[src/pump_run_idle_watchdog_assert.svh]
// Assertion macros shared by the watchdog RTL.
// Each macro checks a property sampled on clk and switched off while rst is high.
`ifndef PUMP_RUN_IDLE_WATCHDOG_ASSERT_SVH
`define PUMP_RUN_IDLE_WATCHDOG_ASSERT_SVH

`ifndef SYNTHESIS

`define PRW_ASSERT_SAME(label, ante, cons) \
  label: assert property (@(posedge clk) disable iff (rst) (ante) |-> (cons)) \
    else $error("watchdog assertion failed");

`define PRW_ASSERT_NEXT(label, ante, cons) \
  label: assert property (@(posedge clk) disable iff (rst) (ante) |=> (cons)) \
    else $error("watchdog assertion failed");

`else

`define PRW_ASSERT_SAME(label, ante, cons)

`define PRW_ASSERT_NEXT(label, ante, cons)

`endif

`endif

[src/prw_pkg.sv]
`default_nettype none

package prw_pkg;

  localparam int SEC_W = 23;
  typedef logic [SEC_W-1:0] sec_t;

  localparam sec_t SEC_MAX = 23'h7F_FFFF;

  // 2^23 seconds in milliseconds: any span at or above this saturates.
  localparam logic [63:0] SAT_MS = 64'd8388608000;

  // Milliseconds to seconds: ms / 1000 = (ms / 8) / 125, and the division by
  // 125 of a 30-bit value is exact as a multiply by ceil(2^37 / 125) >> 37.
  localparam int EIGHTHS_W = 30;
  localparam int RECIP_W   = 31;
  localparam int PROD_W    = EIGHTHS_W + RECIP_W;
  localparam int RECIP_SH  = 37;
  localparam logic [RECIP_W-1:0] RECIP_125 = 31'd1099511628;

  localparam int MS_PER_S = 1000;

  localparam int CFG_IDX_W  = 3;
  localparam int CFG_DATA_W = 32;
  typedef logic [CFG_IDX_W-1:0] cfg_idx_t;

  localparam cfg_idx_t IDX_ON_TIMEOUT  = 3'd0;
  localparam cfg_idx_t IDX_OFF_TIMEOUT = 3'd1;
  localparam cfg_idx_t IDX_REPORT      = 3'd2;
  localparam cfg_idx_t IDX_THRESHOLD   = 3'd3;
  localparam cfg_idx_t IDX_REPEAT      = 3'd4;
  localparam cfg_idx_t IDX_CAP         = 3'd5;

  localparam logic [11:0] ON_TIMEOUT_RST  = 12'd600;
  localparam logic [20:0] OFF_TIMEOUT_RST = 21'd86400;
  localparam logic [15:0] THRESHOLD_RST   = 16'd10;
  localparam logic [31:0] REPEAT_RST      = 32'd600000;
  localparam logic [3:0]  CAP_RST         = 4'd10;

  // Timeout limits held in milliseconds: seconds > T exactly when ms > T*1000+999.
  localparam int ON_LIM_W  = 22;
  localparam int OFF_LIM_W = 31;
  localparam logic [ON_LIM_W-1:0]  ON_LIM_RST  = 22'd600999;
  localparam logic [OFF_LIM_W-1:0] OFF_LIM_RST = 31'd86400999;

  localparam int OUT_W = 104;

endpackage

`default_nettype wire

[src/pump_run_idle_watchdog.sv]
`default_nettype none

// Pump run/idle watchdog. Each input transaction closes one counting window
// (time stamp now_ms in the low TIME_WIDTH bits of s_axis_tdata, pulse_count
// above it); the pump is running when the count exceeds pulse_threshold, and
// every window gives exactly one result transaction with the running state,
// the length of a phase that just ended, the time spent in the current phase,
// overlong-phase alerts and the longest run and idle phases, all in whole
// seconds saturating at 8388607. The block takes one transaction per clock
// cycle; the whole pipeline holds while a result waits on m_axis_tready. A
// window passes an input register, the phase and alert register, the
// millisecond-to-second multiply register and the output register. The user
// must write configuration registers through cfg_we/cfg_index/cfg_data only
// while no window is in flight; the block does not enforce this. Writing a
// different timeout clears the matching longest-phase figure.
module pump_run_idle_watchdog #(
  parameter int TIME_WIDTH = 32
) (
  input  wire logic                                  clk,
  input  wire logic                                  rst,
  // now_ms [TIME_WIDTH-1:0], pulse_count [TIME_WIDTH+15:TIME_WIDTH], zero pad above
  input  wire logic [((TIME_WIDTH + 23) / 8) * 8 - 1:0] s_axis_tdata,
  input  wire logic                                  s_axis_tvalid,
  output logic                                       s_axis_tready,
  // pump_running [0], changed [1], report [2], ended_phase_s [25:3], alert [26],
  // alert_for_running [27], elapsed_s [50:28], longest_run_s [73:51],
  // longest_idle_s [96:74], zero pad [103:97]
  output logic [prw_pkg::OUT_W-1:0]                  m_axis_tdata,
  output logic                                       m_axis_tvalid,
  input  wire logic                                  m_axis_tready,
  input  wire logic                                  cfg_we,
  input  wire prw_pkg::cfg_idx_t                     cfg_index,
  input  wire logic [prw_pkg::CFG_DATA_W-1:0]        cfg_data
);

  localparam int TW = TIME_WIDTH;
  localparam int CW = (TW > 32) ? TW : 32;

  // Configuration.
  logic [11:0]                     on_timeout_s;
  logic [20:0]                     off_timeout_s;
  logic                            report_changes;
  logic [15:0]                     pulse_threshold;
  logic [31:0]                     alert_repeat_ms;
  logic [3:0]                      alert_cap;
  logic [prw_pkg::ON_LIM_W-1:0]    on_lim_ms;
  logic [prw_pkg::OFF_LIM_W-1:0]   off_lim_ms;
  logic                            clr_run;
  logic                            clr_idle;

  // Pipeline control and payload.
  logic          adv;
  logic          step;
  logic          out_step;
  logic          v1, v2, v3;
  logic [TW-1:0] in_now;
  logic [15:0]   in_pulses;
  logic          s2_running, s2_changed, s2_report, s2_alert;
  logic [TW-1:0] s2_ended_ms, s2_elapsed_ms;
  logic          s3_running, s3_changed, s3_report, s3_alert;

  // Phase state.
  logic          running;
  logic [TW-1:0] run_start_ms, idle_start_ms;
  logic [TW-1:0] last_run_alert_ms, last_idle_alert_ms;
  logic          run_alert_seen, idle_alert_seen;
  logic [3:0]    run_alert_count, idle_alert_count;
  prw_pkg::sec_t max_run_s, max_idle_s;

  // Phase logic.
  logic          next_run;
  logic          chg;
  logic [TW-1:0] ended_ms_c, start_c, elapsed_c, last_c, since_c;
  logic          seen_c;
  logic [3:0]    count_c;
  logic          over_c, spaced_c, alert_c;

  prw_pkg::sec_t ended_s, elapsed_s, max_run_next, max_idle_next;

  // Output register.
  logic          out_valid;
  logic          o_running, o_changed, o_report, o_alert, o_alert_run;
  prw_pkg::sec_t o_ended_s, o_elapsed_s, o_longest_run_s, o_longest_idle_s;

  // ---------------------------------------------------------------- config
  assign clr_run  = cfg_we && (cfg_index == prw_pkg::IDX_ON_TIMEOUT) &&
                    (cfg_data[11:0] != on_timeout_s);
  assign clr_idle = cfg_we && (cfg_index == prw_pkg::IDX_OFF_TIMEOUT) &&
                    (cfg_data[20:0] != off_timeout_s);

  always_ff @(posedge clk) begin
    if (rst) begin
      on_timeout_s    <= prw_pkg::ON_TIMEOUT_RST;
      off_timeout_s   <= prw_pkg::OFF_TIMEOUT_RST;
      report_changes  <= 1'b0;
      pulse_threshold <= prw_pkg::THRESHOLD_RST;
      alert_repeat_ms <= prw_pkg::REPEAT_RST;
      alert_cap       <= prw_pkg::CAP_RST;
      on_lim_ms       <= prw_pkg::ON_LIM_RST;
      off_lim_ms      <= prw_pkg::OFF_LIM_RST;
    end else if (cfg_we) begin
      case (cfg_index)
        prw_pkg::IDX_ON_TIMEOUT: begin
          on_timeout_s <= cfg_data[11:0];
          on_lim_ms    <= prw_pkg::ON_LIM_W'(cfg_data[11:0]) *
                          prw_pkg::ON_LIM_W'(prw_pkg::MS_PER_S) +
                          prw_pkg::ON_LIM_W'(prw_pkg::MS_PER_S - 1);
        end
        prw_pkg::IDX_OFF_TIMEOUT: begin
          off_timeout_s <= cfg_data[20:0];
          off_lim_ms    <= prw_pkg::OFF_LIM_W'(cfg_data[20:0]) *
                           prw_pkg::OFF_LIM_W'(prw_pkg::MS_PER_S) +
                           prw_pkg::OFF_LIM_W'(prw_pkg::MS_PER_S - 1);
        end
        prw_pkg::IDX_REPORT:    report_changes  <= cfg_data[0];
        prw_pkg::IDX_THRESHOLD: pulse_threshold <= cfg_data[15:0];
        prw_pkg::IDX_REPEAT:    alert_repeat_ms <= cfg_data[31:0];
        prw_pkg::IDX_CAP:       alert_cap       <= cfg_data[3:0];
        default: begin
        end
      endcase
    end
  end

  // -------------------------------------------------------------- pipeline
  // The stages move together; a held result stops the whole pipeline.
  assign adv           = !out_valid || m_axis_tready;
  assign s_axis_tready = adv;
  assign step          = adv && v1;
  assign out_step      = adv && v3;

  always_ff @(posedge clk) begin
    if (rst) begin
      v1        <= 1'b0;
      v2        <= 1'b0;
      v3        <= 1'b0;
      out_valid <= 1'b0;
    end else if (adv) begin
      v1        <= s_axis_tvalid;
      v2        <= v1;
      v3        <= v2;
      out_valid <= v3;
    end
  end

  always_ff @(posedge clk) begin
    if (adv) begin
      in_now    <= s_axis_tdata[TW-1:0];
      in_pulses <= s_axis_tdata[TW +: 16];
    end
  end

  // ----------------------------------------------------------- phase logic
  assign next_run   = in_pulses > pulse_threshold;
  assign chg        = next_run != running;
  assign ended_ms_c = next_run ? (in_now - idle_start_ms) : (in_now - run_start_ms);
  assign start_c    = chg ? in_now : (next_run ? run_start_ms : idle_start_ms);
  assign elapsed_c  = in_now - start_c;
  assign last_c     = next_run ? last_run_alert_ms : last_idle_alert_ms;
  assign since_c    = in_now - last_c;
  assign seen_c     = !chg && (next_run ? run_alert_seen : idle_alert_seen);
  assign count_c    = chg ? 4'd0 : (next_run ? run_alert_count : idle_alert_count);
  assign over_c     = next_run ? (CW'(elapsed_c) > CW'(on_lim_ms))
                               : (CW'(elapsed_c) > CW'(off_lim_ms));
  assign spaced_c   = !seen_c || (CW'(since_c) > CW'(alert_repeat_ms));
  assign alert_c    = over_c && (count_c < alert_cap) && spaced_c;

  always_ff @(posedge clk) begin
    if (rst) begin
      running            <= 1'b0;
      run_start_ms       <= '0;
      idle_start_ms      <= '0;
      last_run_alert_ms  <= '0;
      last_idle_alert_ms <= '0;
      run_alert_seen     <= 1'b0;
      idle_alert_seen    <= 1'b0;
      run_alert_count    <= 4'd0;
      idle_alert_count   <= 4'd0;
    end else if (step) begin
      running <= next_run;
      if (next_run) begin
        if (chg) begin
          run_start_ms <= in_now;
        end
        if (alert_c) begin
          last_run_alert_ms <= in_now;
        end
        run_alert_seen  <= seen_c || alert_c;
        run_alert_count <= alert_c ? count_c + 4'd1 : count_c;
      end else begin
        if (chg) begin
          idle_start_ms <= in_now;
        end
        if (alert_c) begin
          last_idle_alert_ms <= in_now;
        end
        idle_alert_seen  <= seen_c || alert_c;
        idle_alert_count <= alert_c ? count_c + 4'd1 : count_c;
      end
    end
  end

  always_ff @(posedge clk) begin
    if (adv) begin
      s2_running    <= next_run;
      s2_changed    <= chg;
      s2_report     <= chg && report_changes;
      s2_alert      <= alert_c;
      s2_ended_ms   <= chg ? ended_ms_c : '0;
      s2_elapsed_ms <= elapsed_c;
      s3_running    <= s2_running;
      s3_changed    <= s2_changed;
      s3_report     <= s2_report;
      s3_alert      <= s2_alert;
    end
  end

  // ------------------------------------------------------ seconds and maxima
  prw_ms_to_s #(.TIME_WIDTH(TW)) u_ended_conv (
    .clk (clk),
    .en  (adv),
    .ms  (s2_ended_ms),
    .sec (ended_s)
  );

  prw_ms_to_s #(.TIME_WIDTH(TW)) u_elapsed_conv (
    .clk (clk),
    .en  (adv),
    .ms  (s2_elapsed_ms),
    .sec (elapsed_s)
  );

  // A change into running ends an idle phase, and the other way round.
  assign max_run_next  = (s3_changed && !s3_running && (ended_s > max_run_s))
                         ? ended_s : max_run_s;
  assign max_idle_next = (s3_changed && s3_running && (ended_s > max_idle_s))
                         ? ended_s : max_idle_s;

  always_ff @(posedge clk) begin
    if (rst) begin
      max_run_s  <= '0;
      max_idle_s <= '0;
    end else if (clr_run || clr_idle) begin
      if (clr_run) begin
        max_run_s <= '0;
      end
      if (clr_idle) begin
        max_idle_s <= '0;
      end
    end else if (out_step) begin
      max_run_s  <= max_run_next;
      max_idle_s <= max_idle_next;
    end
  end

  always_ff @(posedge clk) begin
    if (adv) begin
      o_running        <= s3_running;
      o_changed        <= s3_changed;
      o_report         <= s3_report;
      o_ended_s        <= ended_s;
      o_alert          <= s3_alert;
      o_alert_run      <= s3_alert && s3_running;
      o_elapsed_s      <= elapsed_s;
      o_longest_run_s  <= max_run_next;
      o_longest_idle_s <= max_idle_next;
    end
  end

  assign m_axis_tvalid = out_valid;
  assign m_axis_tdata  = {7'b0, o_longest_idle_s, o_longest_run_s, o_elapsed_s,
                          o_alert_run, o_alert, o_ended_s, o_report, o_changed,
                          o_running};

  // ------------------------------------------------------------ assertions
`include "pump_run_idle_watchdog_assert.svh"

  `PRW_ASSERT_SAME(a_alert_needs_time, out_valid && o_alert, o_elapsed_s != '0)
  `PRW_ASSERT_SAME(a_change_restarts, out_valid && o_changed, o_elapsed_s == '0)
  `PRW_ASSERT_SAME(a_run_max_covers, out_valid && o_changed && !o_running,
                   o_longest_run_s >= o_ended_s)
  `PRW_ASSERT_NEXT(a_run_start_taken, step && chg && next_run,
                   run_start_ms == $past(in_now))

endmodule

`default_nettype wire

[src/prw_ms_to_s.sv]
`default_nettype none

module prw_ms_to_s #(
  parameter int TIME_WIDTH = 32
) (
  input  wire logic                  clk,
  input  wire logic                  en,
  input  wire logic [TIME_WIDTH-1:0] ms,
  output prw_pkg::sec_t              sec
);

  localparam int XW = (TIME_WIDTH > 34) ? TIME_WIDTH : 34;

  logic [XW-1:0]                       ms_x;
  logic                                over;
  logic [prw_pkg::EIGHTHS_W-1:0]       eighths;
  logic [prw_pkg::PROD_W-1:0]          prod;
  logic                                over_q;

  assign ms_x    = XW'(ms);
  assign over    = ms_x >= XW'(prw_pkg::SAT_MS);
  assign eighths = ms_x[prw_pkg::EIGHTHS_W+2:3];

  always_ff @(posedge clk) begin
    if (en) begin
      prod   <= prw_pkg::PROD_W'(eighths) * prw_pkg::PROD_W'(prw_pkg::RECIP_125);
      over_q <= over;
    end
  end

  assign sec = over_q ? prw_pkg::SEC_MAX
                      : prod[prw_pkg::RECIP_SH+prw_pkg::SEC_W-1:prw_pkg::RECIP_SH];

endmodule

`default_nettype wire

[config.mk]
export PLATFORM = sky130hd
export DESIGN_NAME = pump_run_idle_watchdog
export DESIGN_NICKNAME = d
export VERILOG_FILES = /design/src/prw_pkg.sv /design/src/pump_run_idle_watchdog.sv /design/src/prw_ms_to_s.sv
export VERILOG_INCLUDE_DIRS = /design/src /design/src/src
export SDC_FILE = /design/constraint.sdc
export NUM_CORES = 2
export LEC_CHECK = 0
export ABC_AREA = 1
export BUFFER_PORTS_ARGS = -buffer_cell sky130_fd_sc_hd__buf_2
export CAP_MARGIN = 0
export CORE_ASPECT_RATIO = 0.5
export CORE_MARGIN = 2
export CORE_UTILIZATION = 40
export CTS_BUF_LIST = sky130_fd_sc_hd__clkbuf_16
export DETAILED_ROUTE_END_ITERATION = 16
export PLACE_DENSITY = 0.56
export SYNTH_ARGS = -nofsm -noshare
export SYNTH_HDL_FRONTEND = slang
export SYNTH_SLANG_ARGS = --single-unit
[constraint.sdc]
create_clock -name clk -period 11.3 [get_ports clk]
set_input_delay 1.13 -clock clk [delete_from_list [all_inputs] [get_ports clk]]
set_output_delay 1.13 -clock clk [all_outputs]
set_load 0.03 [all_outputs]
==> flow_summary.json <==
{
  "status": "complete, no violations",
  "clock_skew_ps": 81.7,
  "synth_edf_count": 257,
  "wl_um": 173000,
  "worstMarginPinSlew_ps": 1180,
  "cp_common_cell": "nand2_1",
  "worstSetupPathType": "flop to flop",
  "grt_pass1_wl_um": 269000,
  "drive_above_1_share_pct": 4.84,
  "synth_ff_type": "dfxtp_1",
  "clockBufferDepth": 3,
  "synth.most_common_cell": "inv_1",
  "postCtsResizedCells": 0,
  "max_freq_ghz": 0.125,
  "seq_area_sq_mm": 0.0141,
  "cts_root_buffer": "clkbuf_16",
  "setup_viol": 0,
  "grt_setup_unrepaired": "false",
  "synth-adder-area-share_pct": 40.9,
  "synth_top_family_by_area": "adder cells",
  "wl_per_cell_um": 18.2,
  "die_w_um": 560,
  "drt_iter0_markers": 3195,
  "io_pins": 194,
  "hold_buffers": 0,
  "post_drt_via_cell_ratio": 4.96,
  "maxSlewViolCount": 0,
  "syn2layout_area_growth_pct": 8.25,
  "clock_sinks": 575,
  "maxSlewHeadroom_pct": 21.1,
  "numCtsBuffers": 56,
  "grt_remaining_overflow": 0,
  "die-area_sq_mm": 0.158,
  "hold_path_class": "flop to flop",
  "yosysTopAreaCell": "ha_1",
  "critPathArrivalTime_ps": 8600,
  "synth-seq-area-share_pct": 22.7,
  "cp-end-kind": "flop",
  "crit_buf_inv": 7,
  "portBuffers": 186,
  "grt_max_degree": 95,
  "multi_input_area_sq_mm": 0.0414,
  "critical_path_required_ps": 11870,
  "yosys.area_share.simple_pct": 12.3,
  "ys_warn_count": 0,
  "drv_cap": 0,
  "die_h_um": 282,
  "synth-xor-area-share_pct": 2.39,
  "async_reset_ff_share_pct": 0,
  "start_util_pct": 40.2,
  "ys_ff_latch": 575,
  "rows": 102,
  "post_cts_buffers": 0,
  "synth_compound_area_share_pct": 11.3,
  "drc_errors": 0,
  "antenna_found_initial": 8,
  "fill_cells": 15600,
  "cp_slowest_cell": "nor2_4",
  "grt_pass1_vias": 46300,
  "final_hold_viol_count": 0,
  "netlist.area_leader.share_pct": 21.2,
  "synth_cell_types": 70,
  "avgSynthCellArea_sq_um": 8.60,
  "track_usage_pct": 21.9,
  "clkLatencyLatePin_ps": 720,
  "critical-path-top-delay-family": "simple AND/OR/NAND/NOR gates",
  "globalplace.congestion": 0.937,
  "setup.worst_path.start_class": "flop",
  "cts_tree": "built",
  "dr.pass1.iters": 5,
  "syn_area_sq_mm": 0.0619,
  "dp.final_hpwl_um": 140000,
  "synth_commonest_cells": "inv_1 (1,535), nand2_1 (1,058), ha_1 (1,048)",
  "final_antenna_net_count": 0,
  "clk_pin_slew_ps": 60,
  "synth_area_leaders": "ha_1 (21%), fa_1 (20%), edfxtp_1 (12%)",
  "crit_fanout": 64,
  "finalCriticalPeriod_ps": 8030,
  "cpPeakStageDelay_ps": 780,
  "h-tree-depth": 2,
  "num_vias": 47000,
  "synthCells": 7201,
  "muxShareOfSynthArea_pct": 0,
  "finalCritPeriodShare_pct": 71.1,
  "fin_nets": 9093,
  "final.setup.tns_ps": 0,
  "core_area_sq_mm": 0.154
}
registers in the layout, summed over array words and instances (netlist names), 17 cells and up:
register,count
alert_repeat_ms,32
idle_start_ms,32
in_now,32
last_idle_alert_ms,32
last_run_alert_ms,32
run_start_ms,32
s2_elapsed_ms,29
s2_ended_ms,29
off_lim_ms,26
max_idle_s,23
max_run_s,23
o_elapsed_s,23
o_ended_s,23
o_longest_idle_s,23
o_longest_run_s,23
u_elapsed_conv.prod,23
u_ended_conv.prod,23
off_timeout_s,21
on_lim_ms,17
routing by layer:
layer	part of all wire [%]	up-vias	GRT usage [%]	wire length (um)
li1	-	23600	-	-
met1	49	22400	31.6	84700
met2	44	918	35.3	76600
met3	5.2	149	3.13	9050
met4	1.5	0	3.57	2610
met5	0	-	0	0
through the flow:
stage,worst slack (ps),cells,hold slack [ps],area [sq um],utilization (%)
after CTS,3220,9476,421,67000,43.5
after global routing,2260,9477,424,67000,43.5
after floorplan,2930,7207,400,61900,-
final,3270,9478,419,67000,43.5
after global placement,3560,9370,401,65100,42.2
after detailed placement,3290,9370,405,65100,42.2
worst reg2reg max path, delay by kind of cell, from the launching register on:
family | cells | cell delay [ps]
and+or+nand+nor | 28 | 4300
buffers and inverters | 7 | 1270
AOI/OAI and AO/OA | 4 | 900
adders and majority gates | 3 | 770
DFF | 1 | 370
xor gates and xnor gates | 1 | 270
area by class of cell:
cell class,count,area share (%)
Multi-Input combinational cell,4950,61.8
Sequential cell,575,21.0
Inverter,1539,8.64
Tap cell,2080,3.88
Clock buffer,57,2.13
Timing Repair Buffer,226,1.84
Clock inverter,49,0.696
Antenna cell,2,0.00747
layout by cell type (no fill, tap or decap), types with 7 or more instances in the layout:
master	instances
a22oi_1	29
a211oi_1	11
clkinv_1	14
a21boi_0	11
o221ai_1	14
xnor2_1	61
bufinv_16	7
clkbuf_16	57
o21a_1	31
o21ai_0	445
nor4_1	29
nor2_1	472
inv_1	1548
nand2_2	14
conb_1	7
buf_2	185
nand4_1	52
nand3_1	157
nand2_1	1056
ha_1	1048
nor3_1	34
a21oi_1	559
o21bai_1	17
xor2_1	108
edfxtp_1	257
dfxtp_1	318
o211ai_1	31
fa_1	609
a31oi_1	49
a21o_1	26
buf_4	41
cell families (layout without fill, tap and decap cells):
family,after synthesis,count (layout)
and+or+nand+nor,1852,1852
buffers and inverters,1682,1871
adders and majority gates,1657,1657
AOI/OAI and AO/OA,1265,1265
DFF,575,575
xor gates and xnor gates,169,169
other,1,9
final timing paths:
check / startpoint / end / slack [ps] / cells after the start
setup / recovery: in_pulses[11] / last_run_alert_ms[11] / 3270 / 43
hold / removal: u_elapsed_conv.prod[43] / o_elapsed_s[6] / 420 / 0
setup reg to reg: in_pulses[11] / last_run_alert_ms[11] / 3270 / 43
hold reg to reg: u_elapsed_conv.prod[43] / o_elapsed_s[6] / 420 / 0
Power is left out: the tool's default activity adds up to more than one toggle a clock period on the data nets, which glitch-free logic cannot reach.
